$ cat config.mk
export PLATFORM = sky130hd
export DESIGN_NAME = key_click_long_press_fsm_top_flat
export DESIGN_NICKNAME = d
export VERILOG_FILES = /design/src/rtl/core/kclp_pkg.sv /design/src/rtl/core/kclp_key_if.sv /design/src/rtl/core/kclp_press_if.sv /design/src/rtl/core/key_click_long_press_fsm_top.sv /design/src/flat_wrapper.sv
export SDC_FILE = /design/constraint.sdc
export NUM_CORES = 1
export LEC_CHECK = 0
export ABC_CLOCK_PERIOD_IN_PS = 5800
export BUFFER_PORTS_ARGS = -buffer_cell sky130_fd_sc_hd__buf_2
export CAP_MARGIN = 20
export CORE_MARGIN = 3
export CORE_UTILIZATION = 40
export DETAILED_ROUTE_END_ITERATION = 16
export PLACE_DENSITY = 0.6
export SYNTH_ARGS = -nofsm -noshare
export SYNTH_HDL_FRONTEND = slang
export SYNTH_SLANG_ARGS = --single-unit
$ cat constraint.sdc
create_clock -name i_clk -period 5.8 [get_ports i_clk]
set_clock_uncertainty 0.15 [all_clocks]
set_input_delay 0.58 -clock i_clk [delete_from_list [all_inputs] [get_ports i_clk]]
set_output_delay 0.58 -clock i_clk [all_outputs]
set_load 0.03 [all_outputs]
$ cat src/rtl/core/kclp_pkg.sv
`timescale 1ns / 1ps
`default_nettype none
// ----------------------------------------------------------------------------
// Key click package
// Shared types and constants of the key click and long-press classifier.
// ----------------------------------------------------------------------------
package kclp_pkg;

    localparam int unsigned TIME_W    = 32;
    localparam int unsigned THRESH_W  = 16;
    localparam int unsigned CFG_IDX_W = 2;

    typedef enum logic [2:0] {
        ST_UP     = 3'd0,
        ST_DOWN   = 3'd1,
        ST_HOLD   = 3'd2,
        ST_LHOLD  = 3'd3,
        ST_CLICK  = 3'd4,
        ST_LCLICK = 3'd5
    } t_press_state;

    typedef enum logic [CFG_IDX_W-1:0] {
        CFG_WATCH_MASK = 2'd0,
        CFG_LONG_PRESS = 2'd1,
        CFG_QUERY_HOLD = 2'd2,
        CFG_UNUSED     = 2'd3
    } t_cfg_idx;

    localparam logic [THRESH_W-1:0] LONG_PRESS_RESET = 16'd3000;
    localparam logic [THRESH_W-1:0] QUERY_HOLD_RESET = 16'd3000;

endpackage
`default_nettype wire

$ cat src/rtl/core/kclp_key_if.sv
`timescale 1ns / 1ps
`default_nettype none
// ----------------------------------------------------------------------------
// Key sample channel
// Carries one word of raw key levels and the millisecond time of the sample.
// ----------------------------------------------------------------------------
interface kclp_key_if #(
    parameter int unsigned KEY_BITS = 6
);
    logic                              valid;
    logic                              ready;
    logic [KEY_BITS-1:0]               key_levels;
    logic [kclp_pkg::TIME_W-1:0]       now_ms;

    modport source (output valid, output key_levels, output now_ms, input ready);
    modport sink   (input valid, input key_levels, input now_ms, output ready);
endinterface
`default_nettype wire

$ cat src/rtl/core/kclp_press_if.sv
`timescale 1ns / 1ps
`default_nettype none
// ----------------------------------------------------------------------------
// Press result channel
// Carries the press state after each sample and the long-hold flag.
// ----------------------------------------------------------------------------
interface kclp_press_if;
    logic       valid;
    logic       ready;
    logic [2:0] press_state;
    logic       long_hold_flag;

    modport source (output valid, output press_state, output long_hold_flag, input ready);
    modport sink   (input valid, input press_state, input long_hold_flag, output ready);
endinterface
`default_nettype wire

$ cat src/rtl/core/key_click_long_press_fsm_top.sv
`timescale 1ns / 1ps
`default_nettype none
// ----------------------------------------------------------------------------
// Key click and long-press classifier
// Follows a group of key lines through up, down, hold, long hold, click and
// long click, and reports the new state with a long-hold flag per sample.
// ----------------------------------------------------------------------------
// Usage:
//   i_key carries one word per sample: raw key levels and the millisecond
//   time. o_press returns exactly one word per sample, in order.
//   The configuration port writes watch mask, long-press and query
//   thresholds; the user must write it only while no sample is in flight;
//   the block does not enforce this. A sample is captured in the input
//   register, then the state update and the elapsed-time compare run
//   combinationally into the result register, which offers the result;
//   one sample is accepted per cycle while o_press is taken.
//   When the receiver stalls, the result register holds and the input
//   register takes one further sample; i_key.ready then falls until the
//   result is taken.
//   Synchronous reset returns the state to up, clears the stamp and watch
//   mask, empties both registers and loads threshold defaults of 3000 ms.
// ----------------------------------------------------------------------------
module key_click_long_press_fsm_top #(
    parameter int unsigned KEY_BITS = 6
) (
    input  wire logic                                  i_clk,
    input  wire logic                                  i_rst_n,
    kclp_key_if.sink                                   i_key,
    kclp_press_if.source                               o_press,
    input  wire logic                                  i_cfg_we,
    input  wire logic [kclp_pkg::CFG_IDX_W-1:0]        i_cfg_idx,
    input  wire logic [((KEY_BITS > kclp_pkg::THRESH_W) ?
                        KEY_BITS : kclp_pkg::THRESH_W)-1:0] i_cfg_wdata
);

    localparam int unsigned TW = kclp_pkg::TIME_W;
    localparam int unsigned HW = kclp_pkg::THRESH_W;

    logic [KEY_BITS-1:0]        r_watch_mask;
    logic [HW-1:0]              r_long_press;
    logic [HW-1:0]              r_query_hold;

    logic                       r_in_valid;
    logic [KEY_BITS-1:0]        r_in_levels;
    logic [TW-1:0]              r_in_now;

    kclp_pkg::t_press_state     r_state;
    kclp_pkg::t_press_state     n_state;
    logic [TW-1:0]              r_stamp;
    logic [TW-1:0]              n_stamp;
    logic                       n_flag;

    logic                       r_out_valid;
    kclp_pkg::t_press_state     r_out_state;
    logic                       r_out_flag;

    logic                       advance;
    logic                       pressed;
    logic [TW-1:0]              elapsed;
    logic                       over_long;
    logic                       over_query;

    assign advance     = r_in_valid && (!r_out_valid || o_press.ready);
    assign i_key.ready = !r_in_valid || advance;

    assign pressed    = |(r_in_levels & r_watch_mask);
    assign elapsed    = r_in_now - r_stamp;
    assign over_long  = elapsed > {{(TW-HW){1'b0}}, r_long_press};
    assign over_query = elapsed > {{(TW-HW){1'b0}}, r_query_hold};

    always_ff @(posedge i_clk) begin
        if (!i_rst_n) begin
            r_watch_mask <= '0;
            r_long_press <= kclp_pkg::LONG_PRESS_RESET;
            r_query_hold <= kclp_pkg::QUERY_HOLD_RESET;
        end else if (i_cfg_we) begin
            unique case (kclp_pkg::t_cfg_idx'(i_cfg_idx))
                kclp_pkg::CFG_WATCH_MASK: r_watch_mask <= i_cfg_wdata[KEY_BITS-1:0];
                kclp_pkg::CFG_LONG_PRESS: r_long_press <= i_cfg_wdata[HW-1:0];
                kclp_pkg::CFG_QUERY_HOLD: r_query_hold <= i_cfg_wdata[HW-1:0];
                default: begin
                end
            endcase
        end
    end

    always_ff @(posedge i_clk) begin
        if (!i_rst_n) begin
            r_in_valid <= 1'b0;
        end else if (i_key.ready) begin
            r_in_valid <= i_key.valid;
        end
    end

    always_ff @(posedge i_clk) begin
        if (i_key.valid && i_key.ready) begin
            r_in_levels <= i_key.key_levels;
            r_in_now    <= i_key.now_ms;
        end
    end

    always_ff @(posedge i_clk) begin
        if (!i_rst_n) begin
            r_state <= kclp_pkg::ST_UP;
            r_stamp <= '0;
        end else if (advance) begin
            r_state <= n_state;
            r_stamp <= n_stamp;
        end
    end

    always_comb begin
        n_state = r_state;
        n_stamp = r_stamp;
        n_flag  = 1'b0;
        unique case (r_state)
            kclp_pkg::ST_UP, kclp_pkg::ST_CLICK, kclp_pkg::ST_LCLICK: begin
                n_state = pressed ? kclp_pkg::ST_DOWN : kclp_pkg::ST_UP;
            end
            kclp_pkg::ST_DOWN: begin
                if (pressed) begin
                    n_state = kclp_pkg::ST_HOLD;
                    n_stamp = r_in_now;
                end else begin
                    n_state = kclp_pkg::ST_CLICK;
                end
            end
            kclp_pkg::ST_HOLD: begin
                if (!pressed) begin
                    n_state = kclp_pkg::ST_CLICK;
                end else if (over_long) begin
                    n_state = kclp_pkg::ST_LHOLD;
                    n_flag  = 1'b1;
                end else begin
                    n_flag  = over_query;
                end
            end
            kclp_pkg::ST_LHOLD: begin
                n_state = pressed ? kclp_pkg::ST_LHOLD : kclp_pkg::ST_LCLICK;
                n_flag  = pressed;
            end
            default: begin
            end
        endcase
    end

    always_ff @(posedge i_clk) begin
        if (!i_rst_n) begin
            r_out_valid <= 1'b0;
        end else if (advance) begin
            r_out_valid <= 1'b1;
        end else if (o_press.ready) begin
            r_out_valid <= 1'b0;
        end
    end

    always_ff @(posedge i_clk) begin
        if (advance) begin
            r_out_state <= n_state;
            r_out_flag  <= n_flag;
        end
    end

    assign o_press.valid          = r_out_valid;
    assign o_press.press_state    = r_out_state;
    assign o_press.long_hold_flag = r_out_flag;

    a_lhold_flag: assert property (@(posedge i_clk) disable iff (!i_rst_n)
        r_out_valid && r_out_state == kclp_pkg::ST_LHOLD |-> r_out_flag)
        else $error("long hold reported without the long-hold flag");

    a_flag_only_held: assert property (@(posedge i_clk) disable iff (!i_rst_n)
        r_out_valid && r_out_state != kclp_pkg::ST_HOLD
        && r_out_state != kclp_pkg::ST_LHOLD |-> !r_out_flag)
        else $error("long-hold flag set outside hold");

    a_stamp_on_hold: assert property (@(posedge i_clk) disable iff (!i_rst_n)
        advance && r_state == kclp_pkg::ST_DOWN && pressed
        |=> r_stamp == $past(r_in_now) && !r_out_flag)
        else $error("hold entered without stamping the sample time");

    a_advance_fills: assert property (@(posedge i_clk) disable iff (!i_rst_n)
        advance |=> r_out_valid)
        else $error("processed word lost before the result register");

    a_ready_when_empty: assert property (@(posedge i_clk) disable iff (!i_rst_n)
        !r_out_valid |-> i_key.ready)
        else $error("input stalled while the result register is empty");

endmodule
`default_nettype wire

$ cat src/flat_wrapper.sv
// flat-port wrapper written by rule: the top's interface ports become plain ports
module key_click_long_press_fsm_top_flat 
#(
    parameter int unsigned KEY_BITS = 6
)
  (i_clk, i_rst_n, i_cfg_we, i_cfg_idx, i_cfg_wdata, i_key_valid, i_key_key_levels, i_key_now_ms, i_key_ready, o_press_valid, o_press_press_state, o_press_long_hold_flag, o_press_ready);
  kclp_key_if #(.KEY_BITS(KEY_BITS)) i_key_i ();
  kclp_press_if o_press_i ();
  input  wire logic i_clk;
  input  wire logic i_rst_n;
  input  wire logic i_cfg_we;
  input  wire logic [kclp_pkg::CFG_IDX_W-1:0] i_cfg_idx;
  input  wire logic [((KEY_BITS > kclp_pkg::THRESH_W) ?
                        KEY_BITS : kclp_pkg::THRESH_W)-1:0] i_cfg_wdata;
  input wire logic [$bits(i_key_i.valid)-1:0] i_key_valid;
  input wire logic [$bits(i_key_i.key_levels)-1:0] i_key_key_levels;
  input wire logic [$bits(i_key_i.now_ms)-1:0] i_key_now_ms;
  output wire logic [$bits(i_key_i.ready)-1:0] i_key_ready;
  output wire logic [$bits(o_press_i.valid)-1:0] o_press_valid;
  output wire logic [$bits(o_press_i.press_state)-1:0] o_press_press_state;
  output wire logic [$bits(o_press_i.long_hold_flag)-1:0] o_press_long_hold_flag;
  input wire logic [$bits(o_press_i.ready)-1:0] o_press_ready;
  assign i_key_i.valid = i_key_valid;
  assign i_key_i.key_levels = i_key_key_levels;
  assign i_key_i.now_ms = i_key_now_ms;
  assign i_key_ready = i_key_i.ready;
  assign o_press_valid = o_press_i.valid;
  assign o_press_press_state = o_press_i.press_state;
  assign o_press_long_hold_flag = o_press_i.long_hold_flag;
  assign o_press_i.ready = o_press_ready;
  key_click_long_press_fsm_top #(.KEY_BITS(KEY_BITS)) u_core (.i_clk(i_clk), .i_rst_n(i_rst_n), .i_key(i_key_i), .o_press(o_press_i), .i_cfg_we(i_cfg_we), .i_cfg_idx(i_cfg_idx), .i_cfg_wdata(i_cfg_wdata));
endmodule
==> impl_table.tex, run 1 <==
\begin{tabular}{lr}
\hline
Metric & Value \\
\hline
\multicolumn{2}{l}{\textbf{Outcome}} \\
Run status & completed \\
\multicolumn{2}{l}{\textbf{Finish}} \\
Area delta synth->final & 16.7\% \\
Fill count & 1645 \\
Layout cells sized above 1 & 0.134 \\
Area of all placed cells without fillers & 8100 µm² \\
Antenna Diode Count & 0 \\
Finished Layout Cells & 1083 \\
Number of nets in the layout & 975 \\
Commonest non-fill, non-tap cell in the layout & sky130\_fd\_sc\_hd\_\_nand2\_1 \\
Most frequent cells in the layout & sky130\_fd\_sc\_hd\_\_nand2\_1 (151), sky130\_fd\_sc\_hd\_\_dfxtp\_1 (75), sky130\_fd\_sc\_hd\_\_inv\_1 (73) \\
Final core utilization & 0.483 \\
\multicolumn{2}{l}{\textbf{Setup path}} \\
Data arrival time at the worst-slack endpoint & 5370 ps \\
Critical path's largest stage delay & 540 ps \\
Slowest stage cell, crit path & sky130\_fd\_sc\_hd\_\_or4\_4 \\
Peak fanout along the critical path & 3 \\
Element type at the critical path start & register \\
Cell chain of the critical path & inv\_1 -> ha\_1 -> fa\_1 -> and2b\_1 -> o21ai\_0 -> o21ai\_2 -> a21o\_1 -> a21o\_1 -> a31oi\_1 -> o21ai\_0 -> xor2\_1 -> ha\_1 -> and4\_1 -> nand3\_1 -> a21oi\_1 -> a2111oi\_2 -> o22ai\_1 -> or4\_1 -> or4\_4 -> o31ai\_1 -> a31oi\_1 \\
Data required time at the worst endpoint & 5800 ps \\
Nature of the critical path endpoint & register \\
Crit path kind & register to register \\
\multicolumn{2}{l}{\textbf{Synthesis}} \\
Flip-flop and latch count after synthesis & 117 \\
Number of enable-type register cells in the synthesized netlist & 42 \\
Number of cells produced by synthesis & 791 \\
Syn Area/Cell & 8.77 µm² \\
Netlist Area Pre-Place & 6940 µm² \\
Sequential element share of the synthesized area & 0.398 \\
Synthesis Warnings & 0 \\
Async set-or-reset flop fraction in the synthesized netlist & 0 \\
Post-synth top flop & sky130\_fd\_sc\_hd\_\_dfxtp\_1 \\
Distinct cells, synth & 65 \\
Synthesized net count & 916 \\
\multicolumn{2}{l}{\textbf{Floorplan}} \\
Core area & 16800 µm² \\
Boundary pin count & 67 \\
Initial core utilization & 0.414 \\
Die Ht & 138 µm \\
Horizontal die dimension & 138 µm \\
Standard-cell row count & 47 \\
Full die area & 19000 µm² \\
\multicolumn{2}{l}{\textbf{STA}} \\
Maximum frequency from static timing analysis & 186 MHz \\
Slew HR & 0.375 \\
Crit share post-route & 0.927 \\
Final-report setup violation count & 0 \\
Setup slack after layout & 425 ps \\
Total negative slack & 0 ps \\
Post-route minimum period & 5380 ps \\
Worst-case hold slack & 181 ps \\
Final slew viol count & 0 \\
Final hold violation count & 0 \\
Unrepaired setup endpoints after global routing & no \\
Slew at the pin closest to its max-slew limit & 937 ps \\
\multicolumn{2}{l}{\textbf{Global routing}} \\
Largest net degree at the start of global routing & 76 \\
Overall Global Routing Usage & 0.173 \\
Final global-route overflow total & 0 \\
Via count of the first global-routing pass & 5343 \\
Initial antenna violation count & 0 \\
Global-route wire length before repair & 25.7 mm \\
\multicolumn{2}{l}{\textbf{Clock network}} \\
Sink count of the clock tree & 117 \\
CTS HTree Levels & 4 \\
Clock input transition at the sequential cells of the worst setup and hold paths & 60 ps \\
Hold-fix buffer count after cts & 0 \\
Master cell of the clock root buffer & sky130\_fd\_sc\_hd\_\_clkbuf\_16 \\
CTS Buffer Depth & 2 \\
Clock buffer count from CTS & 17 \\
Clock tree from TritonCTS & built \\
Post-CTS Setup Inserts & 0 \\
Clk Latency, worst-skew pair & 420 ps \\
Post\_cts resized & 0 \\
\multicolumn{2}{l}{\textbf{Detailed routing}} \\
Aggregate routed wire length & 15.7 mm \\
Routed WL per cell & 14.5 µm \\
Drt initial violations & 311 \\
Remaining DRCs & 0 \\
Vias per Instance & 5.22 \\
Number of vias in the routed layout & 5653 \\
Antenna Violating Nets Remaining & 0 \\
Number of detailed-routing iterations run before antenna repair & 9 \\
\multicolumn{2}{l}{\textbf{Power and ir drop}} \\
Leak Pwr & 3.14 nW \\
Largest voltage drop on the vdd net & 0.212 mV \\
Overall power & 2.30 mW \\
Power Density & 284 nW/µm² \\
\multicolumn{2}{l}{\textbf{Job}} \\
Max-cap violations & 0 \\
\multicolumn{2}{l}{\textbf{Hold path}} \\
Class of the worst hold path & primary input to register \\
\multicolumn{2}{l}{\textbf{Placed design}} \\
Cell area reported after detailed placement & 7460 µm² \\
Final weighted congestion in routability-driven placement & 0.867 \\
Setup slack after placement & 394 ps \\
Sum of net half-perimeters after detailed placement & 11.7 mm \\
Input/output buffers & 66 \\
Placed insts & 1050 \\
\hline
\end{tabular}
[layout make-up]
type | count | area [µm²] | share of cell area
Multi-Input combinational cell | 570 | 3790 | 0.468
Sequential cell | 117 | 2760 | 0.341
Clock buffer | 20 | 478 | 0.0590
Timing Repair Buffer | 71 | 365 | 0.0451
Tap cell | 220 | 275 | 0.0340
Inverter | 73 | 274 | 0.0338
Clock inverter | 12 | 150 | 0.0185
[per-layer routing]
| layer | share of wire | track usage | vias up |
|---|---|---|---|
| met2 | 0.44 | 0.268 | 120 |
| met4 | 0.013 | 0.0554 | 0 |
| met1 | 0.50 | 0.237 | 2589 |
| met5 | 0 | 0 | - |
| li1 | - | - | 2923 |
| met3 | 0.043 | 0.0420 | 21 |
[logic make-up (layout without fill, tap and decap cells)]
group / after synthesis / in the layout / synth area share
AND/OR/NAND/NOR: 252 / 252 / 0.169
buffers and inverters: 104 / 176 / 0.0568
multiplexers: 7 / 7 / 0.0103
flip-flops: 117 / 117 / 0.398
adder cells (fa/ha/maj): 64 / 64 / 0.116
XOR/XNOR: 23 / 23 / 0.0290
AO/OA/AOI/OAI: 224 / 224 / 0.220
[flip-flops by register name (all words and copies together), names as in the netlist]
register / count
u_core.o_press.long_hold_flag: 1
u_core.o_press.press_state: 3
u_core.o_press.valid: 1
u_core.r_in_levels: 6
u_core.r_in_now: 32
u_core.r_in_valid: 1
u_core.r_long_press: 16
u_core.r_query_hold: 16
u_core.r_stamp: 32
u_core.r_state: 3
u_core.r_watch_mask: 6
[power breakdown]
part           internal (mW)  switching, mW
combinational          0.128          0.181
sequential             0.884         0.0149
clock                  0.721          0.372
[critical path: cells and delay by family, from the launching register on]
kind | cells | cell delay, ps
DFF | 1 | 350
and+or+nand+nor | 5 | 1520
buffers and inverters | 1 | 50
AOI/OAI and AO/OA | 11 | 1880
adders and majority gates | 3 | 890
xor gates and xnor gates | 1 | 280
[final timing paths]
path / slack [ps] / depth (start not counted) / end / startpoint
max: 420 / 21 / u_core.o_press.press_state[0]$_DFFE_PP_ / u_core.r_in_now[0]$_DFFE_PP_
min: 180 / 1 / u_core.r_in_now[14]$_DFFE_PP_ / i_key_now_ms[14]
max reg2reg: 420 / 21 / u_core.o_press.press_state[0]$_DFFE_PP_ / u_core.r_in_now[0]$_DFFE_PP_
min reg2reg: 310 / 2 / u_core.r_stamp[15]$_SDFFE_PN0P_ / u_core.r_stamp[15]$_SDFFE_PN0P_
[cell usage after synthesis, types with 9 or more instances]
master	number	area (µm²)
sky130_fd_sc_hd__nand2_1	151	567
sky130_fd_sc_hd__dfxtp_1	75	1500
sky130_fd_sc_hd__inv_1	73	274
sky130_fd_sc_hd__ha_1	63	788
sky130_fd_sc_hd__a21boi_0	51	383
sky130_fd_sc_hd__a21oi_1	50	250
sky130_fd_sc_hd__edfxtp_1	42	1260
sky130_fd_sc_hd__clkbuf_1	28	105
sky130_fd_sc_hd__o21ai_0	25	125
sky130_fd_sc_hd__nor2_1	22	82.6
sky130_fd_sc_hd__a21o_1	19	143
sky130_fd_sc_hd__o211ai_1	19	143
sky130_fd_sc_hd__nand4_1	14	87.6
sky130_fd_sc_hd__nor2b_1	13	81.3
sky130_fd_sc_hd__xnor2_1	12	105
sky130_fd_sc_hd__xor2_1	11	96.3
sky130_fd_sc_hd__a31oi_1	9	56.3
(Power assumes the default switching activity.)
==> run 2: changes to the inputs <==
Settings changed: CORE_MARGIN 3 to 2, CORE_UTILIZATION 40 to 49, PLACE_DENSITY 0.6 to 0.7.
==> run 2 against run 1 <==
Net effect:
- sequential cell count unchanged
- first-iteration DRC count increased by 17%
- largest power group unchanged
- highest routed layer unchanged
- global-route usage up 3.9 points
- combinational power increased by 2%
- worst setup slack lost 35 ps
- critical endpoint unchanged
- clock-buffer cell count grew 1
- hold slack got worse by 0.87 ps
- die area fell by 20%
- maximum frequency down 0.66%
==> impl_table.tex, run 2 (synthesis results as in run 1) <==
\begin{tabular}{lr}
\hline
Metric & Value \\
\hline
\multicolumn{2}{l}{\textbf{Floorplan}} \\
Horizontal die dimension & 123 µm \\
Standard-cell row count & 43 \\
Core area & 13900 µm² \\
Full die area & 15100 µm² \\
Die Ht & 123 µm \\
Boundary pin count & 67 \\
Initial core utilization & 0.500 \\
\multicolumn{2}{l}{\textbf{Global routing}} \\
Final global-route overflow total & 0 \\
Via count of the first global-routing pass & 5179 \\
Global-route wire length before repair & 24.9 mm \\
Initial antenna violation count & 0 \\
Largest net degree at the start of global routing & 76 \\
Overall Global Routing Usage & 0.212 \\
\multicolumn{2}{l}{\textbf{Detailed routing}} \\
Number of detailed-routing iterations run before antenna repair & 5 \\
Remaining DRCs & 0 \\
Number of vias in the routed layout & 5688 \\
Drt initial violations & 363 \\
Vias per Instance & 5.46 \\
Routed WL per cell & 14.6 µm \\
Aggregate routed wire length & 15.2 mm \\
Antenna Violating Nets Remaining & 0 \\
\multicolumn{2}{l}{\textbf{Power and ir drop}} \\
Net load switching power & 0.561 mW \\
Largest voltage drop on the vdd net & 0.239 mV \\
Clock network fraction of total power & 0.489 \\
Part of the power in registers & 0.379 \\
Power Density & 295 nW/µm² \\
Power Internal & 1.81 mW \\
Sw frac & 0.236 \\
Leak Pwr & 3.14 nW \\
Overall power & 2.37 mW \\
Combinational Power Share & 0.132 \\
\multicolumn{2}{l}{\textbf{Clock network}} \\
CTS Buffer Depth & 2 \\
Clk Latency, worst-skew pair & 420 ps \\
Clock buffer count from CTS & 17 \\
Sink count of the clock tree & 117 \\
Clock tree from TritonCTS & built \\
Master cell of the clock root buffer & sky130\_fd\_sc\_hd\_\_clkbuf\_16 \\
CTS HTree Levels & 4 \\
Clock input transition at the sequential cells of the worst setup and hold paths & 60 ps \\
\multicolumn{2}{l}{\textbf{Setup path}} \\
Cell chain of the critical path & inv\_1 -> ha\_1 -> fa\_1 -> and2b\_1 -> o21ai\_0 -> o21ai\_1 -> a21o\_1 -> a21o\_1 -> a31oi\_1 -> xnor2\_1 -> ha\_1 -> and4\_2 -> a221o\_1 -> a2111oi\_2 -> o22ai\_1 -> or4\_1 -> or4\_4 -> o31ai\_1 -> a31oi\_1 \\
Cell class contributing the biggest share of worst-path delay & compound AO/OA/AOI/OAI gates \\
Data required time at the worst endpoint & 5810 ps \\
Nature of the critical path endpoint & register \\
Crit path kind & register to register \\
Data arrival time at the worst-slack endpoint & 5420 ps \\
Element type at the critical path start & register \\
Buf/Inv on CP & 1 \\
Critical path's largest stage delay & 540 ps \\
Peak fanout along the critical path & 3 \\
Slowest stage cell, crit path & sky130\_fd\_sc\_hd\_\_or4\_4 \\
\multicolumn{2}{l}{\textbf{Finish}} \\
Multi-input gate area in the final layout & 3790 µm² \\
Fill count & 1273 \\
Most frequent cells in the layout & sky130\_fd\_sc\_hd\_\_nand2\_1 (151), sky130\_fd\_sc\_hd\_\_dfxtp\_1 (75), sky130\_fd\_sc\_hd\_\_inv\_1 (73) \\
Area of all placed cells without fillers & 8050 µm² \\
Number of nets in the layout & 973 \\
Largest registers & u\_core.r\_in\_now: 32 flops, u\_core.r\_stamp: 32 flops \\
Commonest non-fill, non-tap cell in the layout & sky130\_fd\_sc\_hd\_\_nand2\_1 \\
Register cell area after layout & 2760 µm² \\
Layout cells sized above 1 & 0.125 \\
Antenna Diode Count & 0 \\
Area delta synth->final & 16.0\% \\
\multicolumn{2}{l}{\textbf{Job}} \\
Max-cap violations & 0 \\
\multicolumn{2}{l}{\textbf{STA}} \\
Maximum frequency from static timing analysis & 185 MHz \\
Final slew viol count & 0 \\
Final hold violation count & 0 \\
Final-report setup violation count & 0 \\
Total negative slack & 0 ps \\
Slew HR & 0.283 \\
Crit share post-route & 0.933 \\
Unrepaired setup endpoints after global routing & no \\
Post-route minimum period & 5410 ps \\
Slew at the pin closest to its max-slew limit & 1070 ps \\
\multicolumn{2}{l}{\textbf{Placed design}} \\
Sum of net half-perimeters after detailed placement & 11.1 mm \\
Input/output buffers & 66 \\
Final weighted congestion in routability-driven placement & 0.895 \\
Cell area reported after detailed placement & 7400 µm² \\
\multicolumn{2}{l}{\textbf{Hold path}} \\
Class of the worst hold path & primary input to register \\
\multicolumn{2}{l}{\textbf{Outcome}} \\
Run status & completed \\
\hline
\end{tabular}
-- run 2: cell count changes in the layout (fill, tap and decap cells not counted), sizes merged --
cell,previous run,this run
clkinvlp,2,1
clkbuf,20,21
buf,71,69
bufinv,3,6
clkinv,7,4
-- run 2: final timing paths --
check / endpoint / from / cells after the start / slack [ps]
max: u_core.o_press.press_state[0]$_DFFE_PP_ / u_core.r_in_now[0]$_DFFE_PP_ / 19 / 390
min: u_core.r_in_now[26]$_DFFE_PP_ / i_key_now_ms[26] / 1 / 180
max reg2reg: u_core.o_press.press_state[0]$_DFFE_PP_ / u_core.r_in_now[0]$_DFFE_PP_ / 19 / 390
min reg2reg: u_core.r_stamp[13]$_SDFFE_PN0P_ / u_core.r_stamp[13]$_SDFFE_PN0P_ / 2 / 310
-- run 2: per-layer routing --
layer / share of wire / up-vias / GRT usage
li1: - / 2924 / -
met1: 0.49 / 2605 / 0.284
met2: 0.45 / 140 / 0.329
met3: 0.046 / 19 / 0.0558
met4: 0.017 / 0 / 0.0746
met5: 0 / - / 0
-- run 2: timing repair --
action / 4_1_cts / 5_1_grt
resized for setup: 0 / 1
buffers inserted: 0 / 0
hold buffers: 0 / 0
endpoints found under the hold margin: 0 / 0
setup endpoints to repair: 0 / 1
-- run 2: power by group through the flow --
| stage | logic [mW] | clock network [mW] | registers (mW) |
|---|---|---|---|
| after floorplan | 0.218 | 0 | 0.915 |
| after global placement | 0.305 | 0 | 0.914 |
| after detailed placement | 0.308 | 0 | 0.915 |
| after CTS | 0.312 | 1.17 | 0.899 |
| after global routing | 0.353 | 1.22 | 0.901 |
| final | 0.314 | 1.16 | 0.899 |
-- run 2: worst register-to-register path: stages, from the launching register on --
cell	delay, ps
sky130_fd_sc_hd__edfxtp_1	340
sky130_fd_sc_hd__inv_1	50
sky130_fd_sc_hd__ha_1	200
sky130_fd_sc_hd__fa_1	400
sky130_fd_sc_hd__and2b_1	220
sky130_fd_sc_hd__o21ai_0	70
sky130_fd_sc_hd__o21ai_1	270
sky130_fd_sc_hd__a21o_1	160
sky130_fd_sc_hd__a21o_1	140
sky130_fd_sc_hd__a31oi_1	130
sky130_fd_sc_hd__xnor2_1	260
sky130_fd_sc_hd__ha_1	290
sky130_fd_sc_hd__and4_2	250
sky130_fd_sc_hd__a221o_1	340
sky130_fd_sc_hd__a2111oi_2	410
sky130_fd_sc_hd__o22ai_1	140
sky130_fd_sc_hd__or4_1	410
sky130_fd_sc_hd__or4_4	540
sky130_fd_sc_hd__o31ai_1	250
sky130_fd_sc_hd__a31oi_1	110
-- run 2: final cells by class --
class,instances,area share
Timing Repair Buffer,69,0.0438
Clock buffer,21,0.0547
Inverter,73,0.0340
Sequential cell,117,0.343
Tap cell,180,0.0280
Clock inverter,11,0.0255
Multi-Input combinational cell,570,0.471
-- run 2: metrics by stage --
stage,hold WS (ps),instances,util,setup WS (ps)
floorplan,293,791,-,892
global placement,302,1009,0.533,544
detailed placement,308,1009,0.533,442
CTS,170,1041,0.580,405
global route,163,1041,0.580,73.2
finish,181,1041,0.580,389
